===== src/design/mcac_pkg.sv =====
// shared types, constants and tables for the multichannel audio compressor
// used by every module of the block; no dependencies

package mcac_pkg;

  localparam int LANES = 6;
  localparam int SAMPLE_W = 16;
  localparam int SUM_W = 33;
  localparam int MEAN_W = 31;
  localparam int LOG_W = 21;
  localparam int T_W = 22;
  localparam int ACC_W = 31;
  localparam int C_W = 30;
  localparam int CNT_W = 5;

  localparam logic [15:0] UNITY_Q15 = 16'h8000;
  localparam logic [CNT_W-1:0] ITER_LAST = 5'd15;
  localparam logic [CNT_W-1:0] LANE_LAST = 5'(LANES - 1);

  // register indexes on the configuration port
  localparam logic [2:0] REG_EFFECT_ENABLED = 3'd0;
  localparam logic [2:0] REG_ACTIVE_CHANNELS = 3'd1;
  localparam logic [2:0] REG_THRESHOLD_LEVEL = 3'd2;
  localparam logic [2:0] REG_RATIO_Q8 = 3'd3;
  localparam logic [2:0] REG_MAKEUP_GAIN_Q12 = 3'd4;
  localparam logic [2:0] REG_STATS_ENABLE = 3'd5;
  localparam logic [2:0] REG_STATS_CLEAR_ON_START = 3'd6;

  typedef struct packed {
    logic        effect_enabled;
    logic [3:0]  active_channels;
    logic [30:0] threshold_level;
    logic [15:0] ratio_q8;
    logic [15:0] makeup_gain_q12;
    logic        stats_enable;
    logic        stats_clear_on_start;
  } cfg_t;

  typedef struct packed {
    logic signed [15:0] sample_a;
    logic signed [15:0] sample_b;
    logic signed [15:0] sample_c;
    logic signed [15:0] sample_d;
    logic signed [15:0] sample_e;
    logic signed [15:0] sample_f;
    logic               buffer_start;
  } in_item_t;

  typedef struct packed {
    logic signed [15:0] out_a;
    logic signed [15:0] out_b;
    logic signed [15:0] out_c;
    logic signed [15:0] out_d;
    logic signed [15:0] out_e;
    logic signed [15:0] out_f;
    logic [15:0]        frame_gain;
    logic [30:0]        peak_mean;
    logic [15:0]        lowest_gain;
  } out_item_t;

  typedef enum logic [4:0] {
    OP_NONE,
    OP_LOAD,
    OP_PASS,
    OP_SQ,
    OP_DIVM_GO,
    OP_DIVM_SAVE,
    OP_DIVE_GO,
    OP_DIVE_SAVE,
    OP_GAIN_UNITY,
    OP_GAIN_ZERO,
    OP_LOG_LD_M,
    OP_LOG_LD_T,
    OP_LOG_NORM,
    OP_LOG_SQ,
    OP_MULT,
    OP_EXP,
    OP_EXP_FIN,
    OP_GMUL,
    OP_SCALE,
    OP_STATS
  } dp_op_t;

  typedef struct packed {
    dp_op_t           op;
    logic [CNT_W-1:0] idx;
    logic             out_load;
  } dp_cmd_t;

  typedef struct packed {
    logic bypass;
    logic last_lane;
    logic div_done;
    logic above;
    logic thr_zero;
    logic e_zero;
    logic m_norm;
  } dp_status_t;

  typedef logic [16:1][C_W-1:0] exp_tab_t;

  // truncated integer square root, bit by bit
  function automatic logic [63:0] isqrt64(input logic [63:0] v);
    logic [63:0] r;
    logic [63:0] rem;
    logic [63:0] bit_v;
    r = '0;
    rem = v;
    bit_v = 64'h4000_0000_0000_0000;
    for (int j = 0; j < 32; j++) begin
      if (rem >= r + bit_v) begin
        rem = rem - (r + bit_v);
        r = (r >> 1) + bit_v;
      end else begin
        r = r >> 1;
      end
      bit_v = bit_v >> 2;
    end
    return r;
  endfunction

  // factors 2^(-2^-i) in Q0.30, each the root of the one before
  function automatic exp_tab_t build_exp_tab();
    exp_tab_t    tab;
    logic [63:0] c;
    c = 64'h2000_0000;
    for (int i = 1; i <= 16; i++) begin
      c = isqrt64(c << 30);
      tab[i] = c[C_W-1:0];
    end
    return tab;
  endfunction

  localparam exp_tab_t EXP_TAB = build_exp_tab();

endpackage


===== src/design/mcac_regs.sv =====
// configuration register file behind the apb-style port
// depends on mcac_pkg for the register indexes and cfg_t

module mcac_regs (
  input  logic              clk,
  input  logic              rst,
  input  logic              psel,
  input  logic              penable,
  input  logic              pwrite,
  input  logic [4:0]        paddr,
  input  logic [31:0]       pwdata,
  output logic [31:0]       prdata,
  output logic              pready,
  output mcac_pkg::cfg_t    cfg
);

  logic [2:0] reg_idx;
  logic       wr_en;

  assign pready = 1'b1;
  assign reg_idx = paddr[4:2];
  assign wr_en = psel && penable && pwrite;

  // register writes
  always_ff @(posedge clk) begin
    if (rst) begin
      cfg.effect_enabled <= 1'b0;
      cfg.active_channels <= 4'd2;
      cfg.threshold_level <= 31'h4000_0000;
      cfg.ratio_q8 <= 16'd256;
      cfg.makeup_gain_q12 <= 16'd4096;
      cfg.stats_enable <= 1'b0;
      cfg.stats_clear_on_start <= 1'b0;
    end else if (wr_en) begin
      case (reg_idx)
        mcac_pkg::REG_EFFECT_ENABLED: cfg.effect_enabled <= pwdata[0];
        mcac_pkg::REG_ACTIVE_CHANNELS: cfg.active_channels <= pwdata[3:0];
        mcac_pkg::REG_THRESHOLD_LEVEL: cfg.threshold_level <= pwdata[30:0];
        mcac_pkg::REG_RATIO_Q8: cfg.ratio_q8 <= pwdata[15:0];
        mcac_pkg::REG_MAKEUP_GAIN_Q12: cfg.makeup_gain_q12 <= pwdata[15:0];
        mcac_pkg::REG_STATS_ENABLE: cfg.stats_enable <= pwdata[0];
        mcac_pkg::REG_STATS_CLEAR_ON_START: cfg.stats_clear_on_start <= pwdata[0];
        default: ;
      endcase
    end
  end

  // read mux
  always_comb begin
    case (reg_idx)
      mcac_pkg::REG_EFFECT_ENABLED: prdata = 32'(cfg.effect_enabled);
      mcac_pkg::REG_ACTIVE_CHANNELS: prdata = 32'(cfg.active_channels);
      mcac_pkg::REG_THRESHOLD_LEVEL: prdata = 32'(cfg.threshold_level);
      mcac_pkg::REG_RATIO_Q8: prdata = 32'(cfg.ratio_q8);
      mcac_pkg::REG_MAKEUP_GAIN_Q12: prdata = 32'(cfg.makeup_gain_q12);
      mcac_pkg::REG_STATS_ENABLE: prdata = 32'(cfg.stats_enable);
      mcac_pkg::REG_STATS_CLEAR_ON_START: prdata = 32'(cfg.stats_clear_on_start);
      default: prdata = 32'd0;
    endcase
  end

endmodule


===== config.mk =====
export PLATFORM = sky130hd
export DESIGN_NAME = mcac_regs
export DESIGN_NICKNAME = d
export VERILOG_FILES = /design/src/design/mcac_pkg.sv /design/src/design/mcac_regs.sv
export SDC_FILE = /design/constraint.sdc
export NUM_CORES = 1
export LEC_CHECK = 0
export BUFFER_PORTS_ARGS = -buffer_cell sky130_fd_sc_hd__buf_2
export CORE_ASPECT_RATIO = 0.8
export CORE_MARGIN = 2
export CORE_UTILIZATION = 29
export CTS_CLUSTER_SIZE = 25
export DETAILED_ROUTE_END_ITERATION = 12
export HOLD_SLACK_MARGIN = 0.05
export PLACE_DENSITY = 0.63
export SLEW_MARGIN = 5
export SYNTH_ARGS = -nofsm -noshare
export SYNTH_HDL_FRONTEND = slang
export SYNTH_SLANG_ARGS = --single-unit

===== constraint.sdc =====
create_clock -name clk -period 1.2 [get_ports clk]
set_input_delay 0.12 -clock clk [delete_from_list [all_inputs] [get_ports clk]]
set_output_delay 0.12 -clock clk [all_outputs]
set_load 0.1 [all_outputs]

==> summary by stage <==
Drt
Summed over all layers, the routed wires come to 10800 um. Once detail routing completed, the nets flagged for antenna violations numbered 0. In the routed design, unresolved DRC markers number 0. The detailed router finished its first iteration with slightly above 100 violations. The count of TritonRoute iterations in the first routing pass is 5. In the final routed layout, each cell accounts on average for 15.7 um. The number of vias per cell after detailed routing is 4.58. Summing over every cut layer, the via total after detailed routing is 3139.

Status
The final reports fail on negative setup slack. The flow ran to the end, but the final reports show violations.

Timing
The final-report max-slew violation count is 0. Setup repair after global routing could not meet its margin everywhere. Derived from the worst setup path, the maximum achievable clock frequency is between 500 and 600 MHz.

The final-report setup violation count is 31. Summed over all failing endpoints, the final setup total negative slack is -5.24 ns. The final hold slack is 0.0615 ns. Across the routed clock network, the largest skew measured is 0 ns. The final hold violation count came to 0.

Dividing the final minimum period by the clock period gives 144%. For the finished layout, the period the worst path requires is 1.72 ns. After layout, the worst setup slack is -0.523 ns.

Layout
The register with the most flip-flops in the layout has 70 of them. The repair_antennas step left the layout with diodes totalling 0. Compared with the post-synthesis result, the final layout area differs by 105%. In the final design database the tool counted approximately 580 nets. The register ranked first by flip-flop count is cfg.

The final standard cell area without fillers is 7110 sq um. Cells with a size suffix above 1 make up slightly above 60% of the layout. The largest registers in the layout are cfg x70. The filler cells instantiated in the layout total 916. The share of the core filled with cells is about three fifths.

Global route
The first-pass GRT wire length is around 18000 um. Across every metal layer, demand over resource in global routing totals about 18%. Global routing finished with a remaining overflow of 0. Entering global routing, the biggest net connects 48 pins.

The via count of the first global-routing pass is 3393. The number of antenna violations at the first check in global routing is 0.

Logic synthesis
The synthesized netlist net count is slightly below 400. In this run, distinct cell masters in the synthesized netlist total 24. In the synthesized netlist, the cells that appear most often are 97 x nand2b_1, 83 x mux2i_1, 70 x dfxtp_1. For this run, the leading register cell type out of synthesis is dfxtp_1. The number of instances in the synthesized netlist is approximately 360. The synthesized design devotes to its leading area cell type 40.5% of total area. The count of yosys warnings during synthesis is 0. In the post-synthesis netlist, the cell with the most instances is nand2b_1.

The share of the Yosys chip area taken by registers is about two fifths. Ranked by total cell area, the synthesized netlist is headed by dfxtp_1 40%, mux2i_1 24%, nand2b_1 18%. The register bit total from synthesis is 70. The per-instance average area after synthesis is between 9 and 10 sq um. For this run, asynchronously set or reset flops after synthesis account for 0%. The count of flip-flops with a built-in enable after synthesis is 0. dfxtp_1 takes more of the synthesized area than any other cell. In this run the cell area of the synthesized design comes to 3460 sq um.

Worst setup path
The maximum net fanout on the critical path is 2. The nature of the critical path startpoint is a flip-flop. The standard cell with the maximum stage delay on the critical path is mux4_2.

Broken down by cell family, the worst path's largest delay share belongs to multiplexers. The signal on the critical path passes through mux4_2 -> mux2_4 -> buf_12. The buffer and inverter count on the worst path is 1. On the worst path, the slowest cell contributes a delay of 0.47 ns. The worst setup path is captured at an output pin. The endpoint required time on the critical path is approximately 1.1 ns. The critical setup path kind is flip-flop to output pin.

The data arrival time of the critical path is approximately 1.6 ns.

Place
Input and output buffers added on the ports amount to between 100 and 150. The placed wire-length estimate after detailed placement is 7570 um. The instance area after placement is ~6300 sq um. The pre-CTS setup slack is -0.189 ns. The global placer's final weighted congestion is 0.776.

Floorplan
The die is 126 um wide. The die span in y is 102 um. The number of standard-cell rows in the floorplan is 35. The die covers roughly 13000 sq um. The initial cell density of the core is approximately 30%. The area of the placeable core is approximately 12000 sq um. Pin placement for this block handled between 100 and 150 I/O pins.

Clocking
The clock insertion delay at the later pin of the skew report is 0.33 ns. The clock passes through at most 2 buffers. The CTS tree is yes. The total number of H-tree levels is 3.

The number of sinks driven by the clock tree is 70. After clock tree synthesis, the clock-pin slew on the worst setup and hold paths is 0.05 ns. The root buffer cell chosen for the clock tree is clkbuf_16. Buffers inserted during clock tree synthesis total 9.

Power
Summed over all cells, the static leakage comes to roughly 3.1 nW. Across the VDD grid, the largest voltage drop is a little under 0.6 mV. The power per standard cell area is 870 nW/um^2.

Net switching is between 20% and 30% of the power. The net switching power of the design is roughly 1.5 mW. The fraction of power consumed by sequential logic is 36.7%. Of the total power, combinational logic draws 14.4%. The clock network is responsible for between 40% and 50% of the overall power. The internal power is approximately 4.7 mW.

Run
Max-cap violations in this run came to 0.

Hold path
The tightest min-delay check is of the input port to flip-flop type.
metrics by stage:
stage | total power [mW] | cells
floorplan | 2.84 | 355
global placement | 3.08 | 645
detailed placement | 3.09 | 645
CTS | 6.28 | 686
global route | 6.42 | 686
finish | 6.18 | 686
power by group through the flow:
stage          registers (mW)  clock network [mW]  logic (mW)
6_report                 2.27                3.02       0.892
5_1_grt                  2.27                3.21       0.940
4_1_cts                  2.27                3.11       0.904
3_5_place_dp             2.32                   0       0.771
3_3_place_gp             2.32                   0       0.761
2_1_floorplan            2.44                   0       0.401
cells in the final DEF, fill, tap and decap left out, drive strengths merged, types with 2 or more instances in the layout:
cell         Yosys  final
nor2b            2      2
a22oi            3      3
mux2             4      4
nor2            10     10
clkinv           0      2
conb             2      2
clkbuf          13     11
buf             14    180
bufinv           0      3
and2            15     15
o21ai           15     15
dfxtp           70     70
nand2b          98     98
dlygate4sd3      0     13
mux2i           83     83
nand2           19     19
worst paths after layout:
kind	startpoint	endpoint	slack (ns)	cells past startpoint
setup / recovery	cfg[18]	prdata[0]	-0.52	3
hold / removal	pwdata[16]	cfg[50]	0.06	3
setup reg to reg	cfg[36]	cfg[36]	0.40	4
hold reg to reg	cfg[62]	cfg[62]	0.48	2
tightest hold or removal path: cells and delay by family:
family | cells | cell delay (ns)
simple gates | 1 | 0.06
buf+inv | 1 | 0.10
mux | 1 | 0.07
logic make-up after synthesis:
group                  count (synthesis)  share of synthesized area, %
muxes                                 88                          25.9
other                                  2                         0.217
and+or+nand+nor                      149                          25.5
buffers and inverters                 27                          4.81
AOI/OAI and AO/OA                     19                          3.07
DFF                                   70                          40.5
area by class of cell:
class,count,area (sq um),share of cell area (%)
multi-input cells,258,2390,33.6
repair buffers,194,2590,36.4
clock inverters,6,111,1.57
clock buffers,10,229,3.22
flip-flops and latches,70,1610,22.6
well taps,148,185,2.60
repair_timing:
item	4_1_cts	5_1_grt
endpoints found under the setup margin	57	31
gates cloned	3	0
hold buffers	13	0
pin swaps	37	9
resized for setup	72	10
endpoints found under the hold margin	13	0
setup buffers	9	2
metal layers:
layer	global-route usage [%]	up-vias	routed length (um)
met5	0	-	0
met4	6.59	0	162
met3	5.12	15	592
met2	29.7	95	5330
met1	21.6	1496	4680
li1	-	1533	-
Power figures use the tool's default switching activity.
