[config.mk]
export PLATFORM = sky130hd
export DESIGN_NAME = mcac_ctrl
export DESIGN_NICKNAME = d
export VERILOG_FILES = /design/src/design/mcac_pkg.sv /design/src/design/mcac_ctrl.sv
export SDC_FILE = /design/constraint.sdc
export NUM_CORES = 1
export LEC_CHECK = 0
export ABC_AREA = 1
export BUFFER_PORTS_ARGS = -buffer_cell sky130_fd_sc_hd__buf_2
export CORE_ASPECT_RATIO = 0.6
export CORE_UTILIZATION = 35
export DETAILED_ROUTE_END_ITERATION = 12
export PLACE_DENSITY = 0.51
export SYNTH_ARGS = -nofsm -noshare
export SYNTH_HDL_FRONTEND = slang
export SYNTH_SLANG_ARGS = --single-unit
export TNS_END_PERCENT = 1
[constraint.sdc]
create_clock -name clk -period 2.05 [get_ports clk]
set_input_delay 0.3075 -clock clk [delete_from_list [all_inputs] [get_ports clk]]
set_output_delay 0.3075 -clock clk [all_outputs]
set_load 0.02 [all_outputs]
[src/design/mcac_pkg.sv]
// shared types, constants and tables for the multichannel audio compressor
// used by every module of the block; no dependencies

package mcac_pkg;

  localparam int LANES = 6;
  localparam int SAMPLE_W = 16;
  localparam int SUM_W = 33;
  localparam int MEAN_W = 31;
  localparam int LOG_W = 21;
  localparam int T_W = 22;
  localparam int ACC_W = 31;
  localparam int C_W = 30;
  localparam int CNT_W = 5;

  localparam logic [15:0] UNITY_Q15 = 16'h8000;
  localparam logic [CNT_W-1:0] ITER_LAST = 5'd15;
  localparam logic [CNT_W-1:0] LANE_LAST = 5'(LANES - 1);

  // register indexes on the configuration port
  localparam logic [2:0] REG_EFFECT_ENABLED = 3'd0;
  localparam logic [2:0] REG_ACTIVE_CHANNELS = 3'd1;
  localparam logic [2:0] REG_THRESHOLD_LEVEL = 3'd2;
  localparam logic [2:0] REG_RATIO_Q8 = 3'd3;
  localparam logic [2:0] REG_MAKEUP_GAIN_Q12 = 3'd4;
  localparam logic [2:0] REG_STATS_ENABLE = 3'd5;
  localparam logic [2:0] REG_STATS_CLEAR_ON_START = 3'd6;

  typedef struct packed {
    logic        effect_enabled;
    logic [3:0]  active_channels;
    logic [30:0] threshold_level;
    logic [15:0] ratio_q8;
    logic [15:0] makeup_gain_q12;
    logic        stats_enable;
    logic        stats_clear_on_start;
  } cfg_t;

  typedef struct packed {
    logic signed [15:0] sample_a;
    logic signed [15:0] sample_b;
    logic signed [15:0] sample_c;
    logic signed [15:0] sample_d;
    logic signed [15:0] sample_e;
    logic signed [15:0] sample_f;
    logic               buffer_start;
  } in_item_t;

  typedef struct packed {
    logic signed [15:0] out_a;
    logic signed [15:0] out_b;
    logic signed [15:0] out_c;
    logic signed [15:0] out_d;
    logic signed [15:0] out_e;
    logic signed [15:0] out_f;
    logic [15:0]        frame_gain;
    logic [30:0]        peak_mean;
    logic [15:0]        lowest_gain;
  } out_item_t;

  typedef enum logic [4:0] {
    OP_NONE,
    OP_LOAD,
    OP_PASS,
    OP_SQ,
    OP_DIVM_GO,
    OP_DIVM_SAVE,
    OP_DIVE_GO,
    OP_DIVE_SAVE,
    OP_GAIN_UNITY,
    OP_GAIN_ZERO,
    OP_LOG_LD_M,
    OP_LOG_LD_T,
    OP_LOG_NORM,
    OP_LOG_SQ,
    OP_MULT,
    OP_EXP,
    OP_EXP_FIN,
    OP_GMUL,
    OP_SCALE,
    OP_STATS
  } dp_op_t;

  typedef struct packed {
    dp_op_t           op;
    logic [CNT_W-1:0] idx;
    logic             out_load;
  } dp_cmd_t;

  typedef struct packed {
    logic bypass;
    logic last_lane;
    logic div_done;
    logic above;
    logic thr_zero;
    logic e_zero;
    logic m_norm;
  } dp_status_t;

  typedef logic [16:1][C_W-1:0] exp_tab_t;

  // truncated integer square root, bit by bit
  function automatic logic [63:0] isqrt64(input logic [63:0] v);
    logic [63:0] r;
    logic [63:0] rem;
    logic [63:0] bit_v;
    r = '0;
    rem = v;
    bit_v = 64'h4000_0000_0000_0000;
    for (int j = 0; j < 32; j++) begin
      if (rem >= r + bit_v) begin
        rem = rem - (r + bit_v);
        r = (r >> 1) + bit_v;
      end else begin
        r = r >> 1;
      end
      bit_v = bit_v >> 2;
    end
    return r;
  endfunction

  // factors 2^(-2^-i) in Q0.30, each the root of the one before
  function automatic exp_tab_t build_exp_tab();
    exp_tab_t    tab;
    logic [63:0] c;
    c = 64'h2000_0000;
    for (int i = 1; i <= 16; i++) begin
      c = isqrt64(c << 30);
      tab[i] = c[C_W-1:0];
    end
    return tab;
  endfunction

  localparam exp_tab_t EXP_TAB = build_exp_tab();

endpackage

[src/design/mcac_ctrl.sv]
// sequencer for the compressor datapath and the channel handshakes
// depends on mcac_pkg for the command and status structs

module mcac_ctrl (
  input  logic                    clk,
  input  logic                    rst,
  input  logic                    in_valid,
  output logic                    in_stall,
  output logic                    out_valid,
  input  logic                    out_stall,
  input  mcac_pkg::dp_status_t    status,
  output mcac_pkg::dp_cmd_t       cmd
);

  typedef enum logic [20:0] {
    S_IDLE      = 21'd1 << 0,
    S_PASS      = 21'd1 << 1,
    S_SQ        = 21'd1 << 2,
    S_DIVM_GO   = 21'd1 << 3,
    S_DIVM_WAIT = 21'd1 << 4,
    S_DIVE_GO   = 21'd1 << 5,
    S_DIVE_WAIT = 21'd1 << 6,
    S_CHK       = 21'd1 << 7,
    S_LOGM_LD   = 21'd1 << 8,
    S_LOGM_NORM = 21'd1 << 9,
    S_LOGM_SQ   = 21'd1 << 10,
    S_LOGT_LD   = 21'd1 << 11,
    S_LOGT_NORM = 21'd1 << 12,
    S_LOGT_SQ   = 21'd1 << 13,
    S_MULT      = 21'd1 << 14,
    S_EXP       = 21'd1 << 15,
    S_EXP_FIN   = 21'd1 << 16,
    S_GMUL      = 21'd1 << 17,
    S_SCALE     = 21'd1 << 18,
    S_STATS     = 21'd1 << 19,
    S_DONE      = 21'd1 << 20
  } state_t;

  state_t                       state;
  state_t                       state_next;
  logic [mcac_pkg::CNT_W-1:0]   cnt;
  logic [mcac_pkg::CNT_W-1:0]   cnt_next;

  assign in_stall = state != S_IDLE;

  // next state and commands
  always_comb begin
    state_next = state;
    cnt_next = cnt;
    cmd.op = mcac_pkg::OP_NONE;
    cmd.idx = cnt;
    cmd.out_load = 1'b0;
    case (state)
      S_IDLE: begin
        if (in_valid) begin
          cmd.op = mcac_pkg::OP_LOAD;
          cnt_next = '0;
          state_next = status.bypass ? S_PASS : S_SQ;
        end
      end
      S_PASS: begin
        cmd.op = mcac_pkg::OP_PASS;
        state_next = S_DONE;
      end
      S_SQ: begin
        cmd.op = mcac_pkg::OP_SQ;
        cnt_next = cnt + 5'd1;
        if (status.last_lane) begin
          state_next = S_DIVM_GO;
        end
      end
      S_DIVM_GO: begin
        cmd.op = mcac_pkg::OP_DIVM_GO;
        state_next = S_DIVM_WAIT;
      end
      S_DIVM_WAIT: begin
        if (status.div_done) begin
          cmd.op = mcac_pkg::OP_DIVM_SAVE;
          state_next = S_DIVE_GO;
        end
      end
      S_DIVE_GO: begin
        cmd.op = mcac_pkg::OP_DIVE_GO;
        state_next = S_DIVE_WAIT;
      end
      S_DIVE_WAIT: begin
        if (status.div_done) begin
          cmd.op = mcac_pkg::OP_DIVE_SAVE;
          state_next = S_CHK;
        end
      end
      S_CHK: begin
        if (!status.above) begin
          cmd.op = mcac_pkg::OP_GAIN_UNITY;
          state_next = S_GMUL;
        end else if (status.thr_zero) begin
          cmd.op = status.e_zero ? mcac_pkg::OP_GAIN_UNITY : mcac_pkg::OP_GAIN_ZERO;
          state_next = S_GMUL;
        end else begin
          state_next = S_LOGM_LD;
        end
      end
      S_LOGM_LD: begin
        cmd.op = mcac_pkg::OP_LOG_LD_M;
        state_next = S_LOGM_NORM;
      end
      S_LOGM_NORM: begin
        cnt_next = '0;
        if (status.m_norm) begin
          state_next = S_LOGM_SQ;
        end else begin
          cmd.op = mcac_pkg::OP_LOG_NORM;
        end
      end
      S_LOGM_SQ: begin
        cmd.op = mcac_pkg::OP_LOG_SQ;
        cnt_next = cnt + 5'd1;
        if (cnt == mcac_pkg::ITER_LAST) begin
          state_next = S_LOGT_LD;
        end
      end
      S_LOGT_LD: begin
        cmd.op = mcac_pkg::OP_LOG_LD_T;
        state_next = S_LOGT_NORM;
      end
      S_LOGT_NORM: begin
        cnt_next = '0;
        if (status.m_norm) begin
          state_next = S_LOGT_SQ;
        end else begin
          cmd.op = mcac_pkg::OP_LOG_NORM;
        end
      end
      S_LOGT_SQ: begin
        cmd.op = mcac_pkg::OP_LOG_SQ;
        cnt_next = cnt + 5'd1;
        if (cnt == mcac_pkg::ITER_LAST) begin
          state_next = S_MULT;
        end
      end
      S_MULT: begin
        cmd.op = mcac_pkg::OP_MULT;
        cnt_next = '0;
        state_next = S_EXP;
      end
      S_EXP: begin
        cmd.op = mcac_pkg::OP_EXP;
        cnt_next = cnt + 5'd1;
        if (cnt == mcac_pkg::ITER_LAST) begin
          state_next = S_EXP_FIN;
        end
      end
      S_EXP_FIN: begin
        cmd.op = mcac_pkg::OP_EXP_FIN;
        state_next = S_GMUL;
      end
      S_GMUL: begin
        cmd.op = mcac_pkg::OP_GMUL;
        cnt_next = '0;
        state_next = S_SCALE;
      end
      S_SCALE: begin
        cmd.op = mcac_pkg::OP_SCALE;
        cnt_next = cnt + 5'd1;
        if (cnt == mcac_pkg::LANE_LAST) begin
          state_next = S_STATS;
        end
      end
      S_STATS: begin
        cmd.op = mcac_pkg::OP_STATS;
        state_next = S_DONE;
      end
      S_DONE: begin
        if (!out_valid || !out_stall) begin
          cmd.out_load = 1'b1;
          state_next = S_IDLE;
        end
      end
      default: state_next = S_IDLE;
    endcase
  end

  // state, counter and output valid
  always_ff @(posedge clk) begin
    if (rst) begin
      state <= S_IDLE;
      cnt <= '0;
      out_valid <= 1'b0;
    end else begin
      state <= state_next;
      cnt <= cnt_next;
      if (cmd.out_load) begin
        out_valid <= 1'b1;
      end else if (!out_stall) begin
        out_valid <= 1'b0;
      end
    end
  end

  a_load_free: assert property (@(posedge clk) disable iff (rst)
    cmd.out_load |-> (!out_valid || !out_stall))
    else $error("result loaded over a pending transaction");

  a_accept_leaves_idle: assert property (@(posedge clk) disable iff (rst)
    (in_valid && !in_stall) |=> state != S_IDLE)
    else $error("accepted transaction not started");

  a_div_restart: assert property (@(posedge clk) disable iff (rst)
    (state == S_DIVM_GO || state == S_DIVE_GO) |=> !status.div_done)
    else $error("divider reports done right after start");

endmodule

==> results of run 1 <==
-- where the power goes --
group	internal [uW]	switching [uW]	total (uW)
Sequential	560	41.4	602
Combinational	399	757	1160
Clock	140	183	322
Total	1100	981	2080
-- area by class of cell --
type                    count  area [um^2]  share of cell area, %
clock buffers               4         45.0                   1.68
multi-input cells         223         1410                   52.6
well taps                  77         96.3                   3.60
flip-flops and latches     27          571                   21.3
inverters                  42          180                   6.73
repair buffers             53          377                   14.1
-- repair_timing --
item | CTS | global route
endpoints found under the hold margin | 0 | 0
resized for setup | 49 | 14
buffers inserted | 25 | 1
cloned | 0 | 0
pin swaps | 16 | 12
hold buffers | 0 | 0
setup endpoints to repair | 5 | 11
-- critical path: cells and delay by family (launching register included) --
| kind | cells | cell delay (ns) |
|---|---|---|
| buffers and inverters | 2 | 0.33 |
| and+or+nand+nor | 4 | 0.63 |
| DFF | 1 | 0.35 |
| AOI/OAI and AO/OA | 1 | 0.21 |
-- per-layer routing --
metal | GRT usage [%] | up-vias
met5 | 0 | -
met4 | 2.94 | 0
met3 | 4.38 | 6
met2 | 33.0 | 44
met1 | 34.0 | 941
li1 | - | 1071
-- through the flow --
stage	cell area, um^2	instances	total power [uW]	utilization (%)	setup TNS [ns]
3_5_place_dp	2220	396	1590	42.0	0
2_1_floorplan	2010	296	1350	-	0
4_1_cts	2620	425	2050	49.7	-0.0580
3_3_place_gp	2220	396	1600	42.0	0
6_report	2680	426	2080	50.7	-0.234
5_1_grt	2680	426	2200	50.7	-0.601
-- flip-flops by register name (all words and copies together), names as in the netlist --
register	count
state	21
out_valid	1
cnt	5
-- synthesized netlist by cell type --
cell type / instances / area (um^2)
sky130_fd_sc_hd__nand2_1: 60 / 225
sky130_fd_sc_hd__inv_1: 34 / 128
sky130_fd_sc_hd__nor2_1: 33 / 124
sky130_fd_sc_hd__dfxtp_1: 27 / 541
sky130_fd_sc_hd__nand3_1: 23 / 115
sky130_fd_sc_hd__a21oi_1: 18 / 90.1
sky130_fd_sc_hd__nand4_1: 13 / 81.3
sky130_fd_sc_hd__nand2_2: 10 / 62.6
sky130_fd_sc_hd__nor2_2: 10 / 62.6
sky130_fd_sc_hd__inv_2: 6 / 22.5
sky130_fd_sc_hd__nand2_4: 6 / 67.6
sky130_fd_sc_hd__nor3_2: 6 / 60.1
sky130_fd_sc_hd__o21ai_1: 6 / 30.0
sky130_fd_sc_hd__nor3_1: 5 / 25.0
sky130_fd_sc_hd__nor2_4: 4 / 45.0
sky130_fd_sc_hd__nor2_8: 4 / 80.1
sky130_fd_sc_hd__ha_1: 3 / 37.5
sky130_fd_sc_hd__o21ai_0: 3 / 15.0
sky130_fd_sc_hd__buf_6: 2 / 22.5
sky130_fd_sc_hd__clkbuf_1: 2 / 7.51
sky130_fd_sc_hd__nand3_2: 2 / 20.0
sky130_fd_sc_hd__nand3b_1: 2 / 15.0
sky130_fd_sc_hd__nor4_1: 2 / 12.5
sky130_fd_sc_hd__o211ai_1: 2 / 15.0
sky130_fd_sc_hd__or2_0: 2 / 12.5
sky130_fd_sc_hd__a21oi_2: 1 / 8.76
sky130_fd_sc_hd__a22o_1: 1 / 8.76
sky130_fd_sc_hd__a31oi_1: 1 / 6.26
sky130_fd_sc_hd__clkinv_4: 1 / 8.76
sky130_fd_sc_hd__inv_4: 1 / 6.26
sky130_fd_sc_hd__nor3b_1: 1 / 7.51
sky130_fd_sc_hd__nor3b_2: 1 / 12.5
sky130_fd_sc_hd__o21ai_2: 1 / 8.76
sky130_fd_sc_hd__o32ai_1: 1 / 8.76
sky130_fd_sc_hd__or2_2: 1 / 6.26
sky130_fd_sc_hd__xor2_1: 1 / 8.76
-- kinds of logic (layout without fill, tap and decap cells) --
logic type | after synthesis | in the layout | share of synthesized area, %
flip-flops | 27 | 27 | 26.9
buffers and inverters | 46 | 99 | 9.72
XOR/XNOR | 1 | 1 | 0.436
AND/OR/NAND/NOR | 185 | 185 | 51.5
adder cells (fa/ha/maj) | 3 | 3 | 1.87
AO/OA/AOI/OAI | 34 | 34 | 9.53
-- how the worst max path moves through the flow --
stage / end / slack (ns) / from / cells after the start
2_1_floorplan: cmd[6] / 0.20 / state[14] / 10
3_3_place_gp: cmd[6] / 0.01 / state[13] / 10
3_5_place_dp: cmd[6] / 0.03 / state[13] / 10
4_1_cts: cmd[9] / -0.02 / state[17] / 13
5_1_grt: cmd[6] / -0.16 / state[16] / 11
6_report: cmd[7] / -0.06 / state[14] / 7
==> summary.md, run 1 <==
| Metric | Value |
|---|---|
| Netlist area before placement | `2010 um^2` |
| Cell depth of the worst hold path | `2` |
| CTS Buf Count | `3` |
| Clock slew at the register clock pins of the worst setup and hold paths | `0.10 ns` |
| Overflow after GRT | `0` |
| Flip-flop and latch count after synthesis | `27` |
| Highest net fanout along the worst path | `6` |
| Total number of yosys warnings | `0` |
| Final setup viols | `4` |
| Site row count | `20` |
| Global-route wire length before repair | `10.0 mm` |
| MaxCap Viol Count | `0` |
| Worst slack at placement | `0.0318 ns` |
| M1 wire length | `3.29 mm` |
| Top-level port count | `24` |
| Final antenna-violating net count | `0` |
| CTS Root Buffer Type | `sky130_fd_sc_hd__clkbuf_8` |
| Total iterations of the first detailed-routing run | `4` |
| Count of port buffers added during placement | `23` |
| Count of inserted antenna diode cells | `0` |
| Clock latency reported for the late side of the worst-skew pair | `0.28 ns` |
| # DRC | `0` |
| DRC marker count from the first detailed-route iteration | `172` |
| Routed vias | `2062` |
| Overall global routing resource usage | `22.3%` |
| Most frequent cells in the layout | `57 x sky130_fd_sc_hd__nand2_1, 32 x sky130_fd_sc_hd__inv_1, 31 x sky130_fd_sc_hd__buf_4` |
| Avg Synthesized Cell Area | `6.78 um^2` |
| Cell with the largest stage delay on the worst path | `sky130_fd_sc_hd__dfxtp_2` |
| Final-layout fill cell count | `556` |
| Final net count | `364` |
| Detail Route met2 WL | `2.51 mm` |
| Setup ws final | `-0.0638 ns` |
| Max Root-Sink Buffers | `2` |
| Horiz. Die Dim | `99.8 um` |
| Most common library cell in the layout ignoring fill and taps | `sky130_fd_sc_hd__nand2_1` |
| Worst reg2reg path startpoint | `state[13]` |
| Netlist cell types | `36` |
| Kind of start point of the critical path | `flip-flop` |
| Nets in the synthesized netlist | `310` |
| List of cells traversed by the critical path | `nor2_4 -> nand2_4 -> buf_4 -> nor3_1 -> o21ai_1 -> nand4_1 -> buf_2` |
| Crit path largest cell delay | `0.35 ns` |
| Die area | `6050 um^2` |
| Hold Path Class | `input pin to flip-flop` |
| Worst Path Class, Setup | `flip-flop to output pin` |
| Placed wire-length estimate after detailed placement | `4.56 mm` |
| Clock net sink count | `27` |
| IR drop worst, VDD | `621 uV` |
| Largest net degree at the start of global routing | `25` |
| Startpoint of the lowest-slack hold path | `status[2]` |
| Reg2Reg Depth | `12` |
| Routed wire length | `6.19 mm` |
| Static leakage | `0.00126 uW` |
| Max Fclk | `473 MHz` |
| Crit path time final | `2.11 ns` |
| Layout cell share with drive strength beyond 1 | `40.4%` |
| Kind of end point of the critical path | `output pin` |
| Core Box Area | `5280 um^2` |
| Final hold violations | `0` |
| Part of the Yosys area used for sequential elements | `26.9%` |
| Critical path data required time | `1.74 ns` |
| Initial antenna violation count | `0` |
| H-Tree Level Count | `1` |
| Power density over the cells | `777 nW/um^2` |
| Met3 WL | `340 um` |
| Final hold slack | `0.221 ns` |
| Final weighted congestion of routability-driven global placement | `0.835` |
| Routed WL per cell | `14.5 um` |
| Period Utilization, post-route | `103%` |
| Worst reg2reg setup slack | `0.14 ns` |
| Run status | `complete, but fails checks` |
| Worst slew margin | `61.9%` |
| Area Overhead vs Synth | `33.3%` |
| Max Used Layer | `met4` |
| RSZ-0062 raised after global routing | `true` |
| CTS tree | `done` |
| Worst Hold Path EP | `state[8]` |
| Syn Inst Count | `296` |
| Initial core utilization | `38.0%` |
| Arrival time at the worst endpoint | `1.81 ns` |
| Vias per std cell | `4.84` |
| RR Endpoint | `cnt[1]` |
| Die Y-Extent | `60.7 um` |
| Failing checks | `negative setup slack` |
| Number of pins with negative max-slew slack in the final report | `0` |
| Via count of the first global-routing pass | `1926` |
| Slew at the pin closest to its max-slew limit | `0.572 ns` |
| Final clock skew | `0.00279 ns` |
Note: power is estimated with default switching activity, not from simulation.
==> run 2, diff against run 1 <==
--- a/config.mk
+++ b/config.mk
@@ -8,6 +8,7 @@
 export ABC_AREA = 1
 export BUFFER_PORTS_ARGS = -buffer_cell sky130_fd_sc_hd__buf_2
 export CORE_ASPECT_RATIO = 0.6
+export CORE_MARGIN = 4
 export CORE_UTILIZATION = 35
 export DETAILED_ROUTE_END_ITERATION = 12
 export PLACE_DENSITY = 0.51
==> run 2 against run 1 <==
Compared with the run above:
- the flow still finishes with violations (negative setup slack)
- power is 5.0% lower
- via count fell by 0.39%
- combinational power fell by 9%
- clock skew grew 0.0014 ns
- clock power about the same
==> summary.md, run 2 (synthesis results as in run 1) <==
| Metric | Value |
|---|---|
| Power density over the cells | `778 nW/um^2` |
| Layout cell share with drive strength beyond 1 | `38.1%` |
| CTS Root Buffer Type | `sky130_fd_sc_hd__clkbuf_8` |
| Max Root-Sink Buffers | `2` |
| Highest net fanout along the worst path | `4` |
| Total iterations of the first detailed-routing run | `4` |
| Number of pins with negative max-slew slack in the final report | `0` |
| MaxCap Viol Count | `0` |
| DRC marker count from the first detailed-route iteration | `121` |
| Placed wire-length estimate after detailed placement | `4.46 mm` |
| Final setup viols | `4` |
| Count of port buffers added during placement | `23` |
| Via count of the first global-routing pass | `1918` |
| Final weighted congestion of routability-driven global placement | `0.829` |
| IR drop worst, VDD | `377 uV` |
| Slew at the pin closest to its max-slew limit | `0.567 ns` |
| Final clock skew | `0.00417 ns` |
| Die Y-Extent | `66.7 um` |
| Register containing the most flip-flops in the final layout | `state` |
| Arrival time at the worst endpoint | `1.80 ns` |
| Kind of end point of the critical path | `output pin` |
| Clock slew at the register clock pins of the worst setup and hold paths | `0.10 ns` |
| Final-layout fill cell count | `588` |
| # DRC | `0` |
| Die area | `7050 um^2` |
| Tot Pwr | `1980 uW` |
| Initial core utilization | `36.1%` |
| Max Used Layer | `met4` |
| Routed wire length | `5.88 mm` |
| Site row count | `21` |
| Routed WL per cell | `14.0 um` |
| CTS tree | `done` |
| Horiz. Die Dim | `106 um` |
| Run status | `complete, but fails checks` |
| Final hold violations | `0` |
| Clock net sink count | `27` |
| H-Tree Level Count | `1` |
| Flip-flop count of the largest register, all copies and words added | `21` |
| Clock latency reported for the late side of the worst-skew pair | `0.28 ns` |
| Hold-fix buffers at CTS | `0` |
| Period Utilization, post-route | `103%` |
| RSZ-0062 raised after global routing | `true` |
| Overflow after GRT | `0` |
| M1 wire length | `3.13 mm` |
| Kind of start point of the critical path | `flip-flop` |
| Most common library cell in the layout ignoring fill and taps | `sky130_fd_sc_hd__nand2_1` |
| Worst slew margin | `62.2%` |
| Count of inserted antenna diode cells | `0` |
| Setup ws final | `-0.0557 ns` |
| Most frequent cells in the layout | `58 x sky130_fd_sc_hd__nand2_1, 34 x sky130_fd_sc_hd__inv_1, 30 x sky130_fd_sc_hd__nor2_1` |
| Max Fclk | `475 MHz` |
| Vias per std cell | `4.88` |
| Met3 WL | `323 um` |
| Routed vias | `2054` |
| Hold Path Class | `input pin to flip-flop` |
| Overall global routing resource usage | `17.7%` |
| Core Box Area | `5570 um^2` |
| Final antenna-violating net count | `0` |
| Failing checks | `negative setup slack` |
| Initial antenna violation count | `0` |
| Static leakage | `0.00118 uW` |
| Global-route wire length before repair | `9.72 mm` |
| Critical path data required time | `1.74 ns` |
| Largest net degree at the start of global routing | `25` |
| Placed inst area | `2220 um^2` |
| Final net count | `356` |
| Detail Route met2 WL | `2.36 mm` |
| Top-level port count | `24` |
| Post-route cell area | `2540 um^2` |
| Largest regs | `state: 21 flops, cnt: 5 flops, out_valid: 1 flops` |
| Area Overhead vs Synth | `26.5%` |
| Crit path time final | `2.11 ns` |
| Worst Path Class, Setup | `flip-flop to output pin` |
| CTS Buf Count | `3` |
[run 2: per-layer routing]
| metal | global-route usage (%) | vias to the layer above |
|---|---|---|
| met5 | 0 | - |
| met4 | 3.55 | 0 |
| met3 | 2.90 | 6 |
| met2 | 25.4 | 51 |
| met1 | 27.3 | 936 |
| li1 | - | 1061 |
[run 2: path summary, 6_finish.rpt]
path / cells after the start / startpoint / slack (ns) / end
min: 2 / status[2] / 0.22 / state[8]
min reg2reg: 2 / out_valid / 0.48 / out_valid
max: 11 / state[19] / -0.06 / cmd[9]
max reg2reg: 12 / state[19] / 0.21 / state[2]
[run 2: stage by stage]
| stage | hold slack, ns | setup WS [ns] | setup TNS [ns] | cells | util [%] |
|---|---|---|---|---|---|
| floorplan | 0.377 | 0.198 | 0 | 296 | - |
| global placement | 0.473 | 0.0386 | 0 | 398 | 39.8 |
| detailed placement | 0.476 | 0.0638 | 0 | 398 | 39.8 |
| CTS | 0.207 | -0.0419 | -0.141 | 418 | 45.0 |
| global route | 0.227 | -0.162 | -0.629 | 421 | 45.6 |
| finish | 0.219 | -0.0557 | -0.195 | 421 | 45.6 |
[run 2: timing repair]
item / CTS / global route
buffers inserted: 15 / 3
pin swaps: 15 / 4
gates cloned: 1 / 0
gates resized for setup: 43 / 6
endpoints found under the setup margin: 5 / 7
[run 2: cell type report]
cell class	count	area, um^2	area share (%)
Multi-Input combinational cell	223	1360	53.5
Timing Repair inverter	1	6.26	0.246
Tap cell	80	100	3.94
Timing Repair Buffer	44	290	11.4
Inverter	42	170	6.70
Sequential cell	27	569	22.4
Clock buffer	4	45.0	1.77
[run 2: power by group]
group | switching (uW) | internal (uW)
Sequential | 40.1 | 564
Combinational | 705 | 349
Clock | 179 | 140
Total | 924 | 1050
[run 2: worst max-delay path: stages (launching register included)]
cell	delay, ns
sky130_fd_sc_hd__dfxtp_2	0.35
sky130_fd_sc_hd__nor2_4	0.14
sky130_fd_sc_hd__nand2_4	0.08
sky130_fd_sc_hd__nor2_8	0.19
sky130_fd_sc_hd__buf_4	0.14
sky130_fd_sc_hd__nand3_1	0.09
sky130_fd_sc_hd__nand2_1	0.08
sky130_fd_sc_hd__nand2_1	0.09
sky130_fd_sc_hd__nand2_1	0.09
sky130_fd_sc_hd__inv_1	0.05
sky130_fd_sc_hd__nand3_1	0.09
sky130_fd_sc_hd__buf_6	0.13
==> run 3, diff against run 2 <==
--- a/config.mk
+++ b/config.mk
@@ -5,13 +5,13 @@
 export SDC_FILE = /design/constraint.sdc
 export NUM_CORES = 1
 export LEC_CHECK = 0
-export ABC_AREA = 1
 export BUFFER_PORTS_ARGS = -buffer_cell sky130_fd_sc_hd__buf_2
 export CORE_ASPECT_RATIO = 0.6
 export CORE_MARGIN = 4
 export CORE_UTILIZATION = 35
 export DETAILED_ROUTE_END_ITERATION = 12
-export PLACE_DENSITY = 0.51
+export PLACE_DENSITY = 0.5
+export SETUP_SLACK_MARGIN = 0.5
 export SYNTH_ARGS = -nofsm -noshare
 export SYNTH_HDL_FRONTEND = slang
 export SYNTH_SLANG_ARGS = --single-unit
==> run 3 against run 2 <==
Compared with the run above:
- the run still ends with negative setup slack left
- clock skew increased by 0.0041 ns
- die area increased by 3.7%
- combinational power increased by 4%
- clock-buffer cell count unchanged
- flip-flop and latch count unchanged
- synthesized area increased by 4.1%
- register-to-register slack got worse by 0.64 ns
- design area increased by 30%
- largest cell class unchanged
- highest routed layer unchanged
==> summary.md, run 3 <==
| Metric | Value |
|---|---|
| Run status | `complete, but fails checks` |
| Failing checks | `negative setup slack` |
| Clock slew at the register clock pins of the worst setup and hold paths | `0.10 ns` |
| Part of the Yosys area used for sequential elements | `25.9%` |
| Overflow after GRT | `0` |
| Final weighted congestion of routability-driven global placement | `0.985` |
| Routed WL per cell | `17.8 um` |
| Placed wire-length estimate after detailed placement | `6.72 mm` |
| Final hold violations | `0` |
| Horiz. Die Dim | `108 um` |
| Kind of start point of the critical path | `flip-flop` |
| Top-count cell post-synth | `sky130_fd_sc_hd__dfxtp_1` |
| Die area | `7310 um^2` |
| Slew at the pin closest to its max-slew limit | `0.647 ns` |
| Setup ws final | `-0.516 ns` |
| Hold Path Class | `input pin to flip-flop` |
| Total iterations of the first detailed-routing run | `4` |
| Final TNS setup | `-8.41 ns` |
| IR drop worst, VDD | `294 uV` |
| Final Util | `58.2%` |
| Total placed cells including tap cells | `460` |
| Netlist area before placement | `2090 um^2` |
| Highest net fanout along the worst path | `4` |
| Final hold slack | `0.231 ns` |
| Initial core utilization | `36.8%` |
| Layout cell share with drive strength beyond 1 | `48.5%` |
| MaxCap Viol Count | `0` |
| Largest area contributor in the netlist | `sky130_fd_sc_hd__dfxtp_1` |
| Clock latency reported for the late side of the worst-skew pair | `0.28 ns` |
| Total number of yosys warnings | `0` |
| Count of inserted antenna diode cells | `0` |
| Netlist cell types | `60` |
| Largest net degree at the start of global routing | `19` |
| Period Utilization, post-route | `125%` |
| Most frequent cells in the layout | `117 x sky130_fd_sc_hd__buf_4, 21 x sky130_fd_sc_hd__dfxtp_1, 19 x sky130_fd_sc_hd__buf_2` |
| Routed wire length | `8.40 mm` |
| CTS Root Buffer Type | `sky130_fd_sc_hd__clkbuf_8` |
| Core Box Area | `5680 um^2` |
| Flip-flop and latch count after synthesis | `27` |
| List of cells traversed by the critical path | `or4_4 -> nor4_4 -> buf_4 -> o211ai_1 -> nand4_1 -> a21oi_1 -> nand4_1 -> buf_4` |
| Top-level port count | `24` |
| Met3 WL | `759 um` |
| Main combinational cell family by area after synthesis | `simple AND/OR/NAND/NOR gates` |
| DRC marker count from the first detailed-route iteration | `257` |
| Kind of end point of the critical path | `output pin` |
| Cell with the largest stage delay on the worst path | `sky130_fd_sc_hd__or4_4` |
| Final setup viols | `29` |
| Crit path largest cell delay | `0.56 ns` |
| Max Used Layer | `met4` |
| H-Tree Level Count | `1` |
| Max Root-Sink Buffers | `2` |
| Site row count | `21` |
| Syn Inst Count | `270` |
| Number of synthesized flops with an enable pin | `0` |
| Crit path time final | `2.57 ns` |
| Arrival time at the worst endpoint | `2.26 ns` |
| Hold-fix buffers at CTS | `0` |
| Nets in the synthesized netlist | `284` |
| Initial antenna violation count | `0` |
| Power density over the cells | `601 nW/um^2` |
| Flip-flop count of the largest register, all copies and words added | `21` |
| Post-synthesis share of cell area spent on xor and xnor gates | `2.93%` |
| Worst slew margin | `56.5%` |
| Post-Synth Adder-Cell Area | `1.80%` |
| Synth top area share | `25.9%` |
| Most common library cell in the layout ignoring fill and taps | `sky130_fd_sc_hd__buf_4` |
| Final antenna-violating net count | `0` |
| Count of port buffers added during placement | `23` |
| RSZ-0062 raised after global routing | `true` |
| Fraction of synthesized area in multiplexers | `0%` |
| Final net count | `407` |
| Routed vias | `2640` |
| Max Fclk | `390 MHz` |
| Largest regs | `state: 21 flops, cnt: 5 flops, out_valid: 1 flops` |
| Clock net sink count | `27` |
| Detail Route met2 WL | `3.41 mm` |
| Area Overhead vs Synth | `58.0%` |
| Number of pins with negative max-slew slack in the final report | `0` |
| Primary flip-flop cell chosen by synthesis mapping | `sky130_fd_sc_hd__dfxtp_1` |
| Share of async-settable or async-resettable flops after synthesis | `0%` |
| Final clock skew | `0.00832 ns` |
| Via count of the first global-routing pass | `2360` |
| Static leakage | `0.00147 uW` |
| # DRC | `0` |
| M1 wire length | `4.14 mm` |
| Critical path data required time | `1.74 ns` |
| Filler-free cell count of the finished design | `472` |
| Global-route wire length before repair | `13.0 mm` |
| CTS Buf Count | `3` |
| Vias per std cell | `5.59` |
| Register containing the most flip-flops in the final layout | `state` |
| Worst Path Class, Setup | `flip-flop to output pin` |
| Compound-cell area share of the yosys netlist | `23.9%` |
| Die Y-Extent | `67.9 um` |
| CTS tree | `done` |
| Overall global routing resource usage | `23.2%` |
| Most used standard cells in the synthesized netlist | `27 x sky130_fd_sc_hd__dfxtp_1, 23 x sky130_fd_sc_hd__nor2_1, 20 x sky130_fd_sc_hd__nand2_1` |
| Post-synthesis simple-gate area fraction | `39.3%` |
| Biggest area contributors in the synthesized netlist | `sky130_fd_sc_hd__dfxtp_1 26%, sky130_fd_sc_hd__nand4_1 4.8%, sky130_fd_sc_hd__nor2_1 4.1%, sky130_fd_sc_hd__a21oi_1 3.8%, sky130_fd_sc_hd__nand2_1 3.6%` |
| Avg Synthesized Cell Area | `7.74 um^2` |
[run 3: metal layers]
| metal | global-route usage (%) | up-vias |
|---|---|---|
| met1 | 35.5 | 1248 |
| met2 | 33.4 | 96 |
| met3 | 5.75 | 14 |
| li1 | - | 1282 |
| met5 | 0 | - |
| met4 | 2.83 | 0 |
[run 3: path summary, 6_finish.rpt]
path / to / slack, ns / from / cells past startpoint
min reg2reg: out_valid / 0.46 / out_valid / 2
min: state[8] / 0.23 / status[2] / 2
max reg2reg: state[11] / -0.43 / state[0] / 10
max: cmd[7] / -0.52 / state[0] / 8
[run 3: metrics by stage]
stage          total power [uW]  worst slack (ns)  instance area, um^2
3_3_place_gp               1550            -0.343                 3060
6_report                   1980            -0.516                 3300
3_5_place_dp               1550            -0.261                 3060
2_1_floorplan              1050            -0.284                 2120
5_1_grt                    2080            -0.575                 3300
4_1_cts                    1940            -0.495                 3230
[run 3: what timing repair did]
item	CTS	global route
setup buffers	5	3
gates resized for setup	22	16
hold endpoints to repair	0	0
pin swaps	11	6
endpoints found under the setup margin	34	34
[run 3: cell families after synthesis]
kind of cell	count (synthesis)
AO/OA/AOI/OAI	67
adder cells (fa/ha/maj)	3
flip-flops	27
XOR/XNOR	7
AND/OR/NAND/NOR	137
buffers and inverters	29
[run 3: final cells by class]
type	count	area, um^2
Timing Repair Buffer	138	1000
Multi-Input combinational cell	214	1570
Clock buffer	4	45.0
Inverter	9	33.8
Fill cell	524	2370
Tap cell	80	100
Sequential cell	27	548
[run 3: worst max-delay path: cells and delay by family, from the launching register on]
kind	cells	cell delay, ns
AOI/OAI and AO/OA	2	0.15
buffers and inverters	2	0.33
DFF	1	0.35
and+or+nand+nor	4	1.13
[run 3: where the power goes]
part	switching (uW)	total [uW]	leakage (uW)	internal, uW
Combinational	544	1090	0.00122	546
Clock	183	323	0.0000228	140
Sequential	25.3	572	0.000220	547
Total	752	1980	0.00147	1230
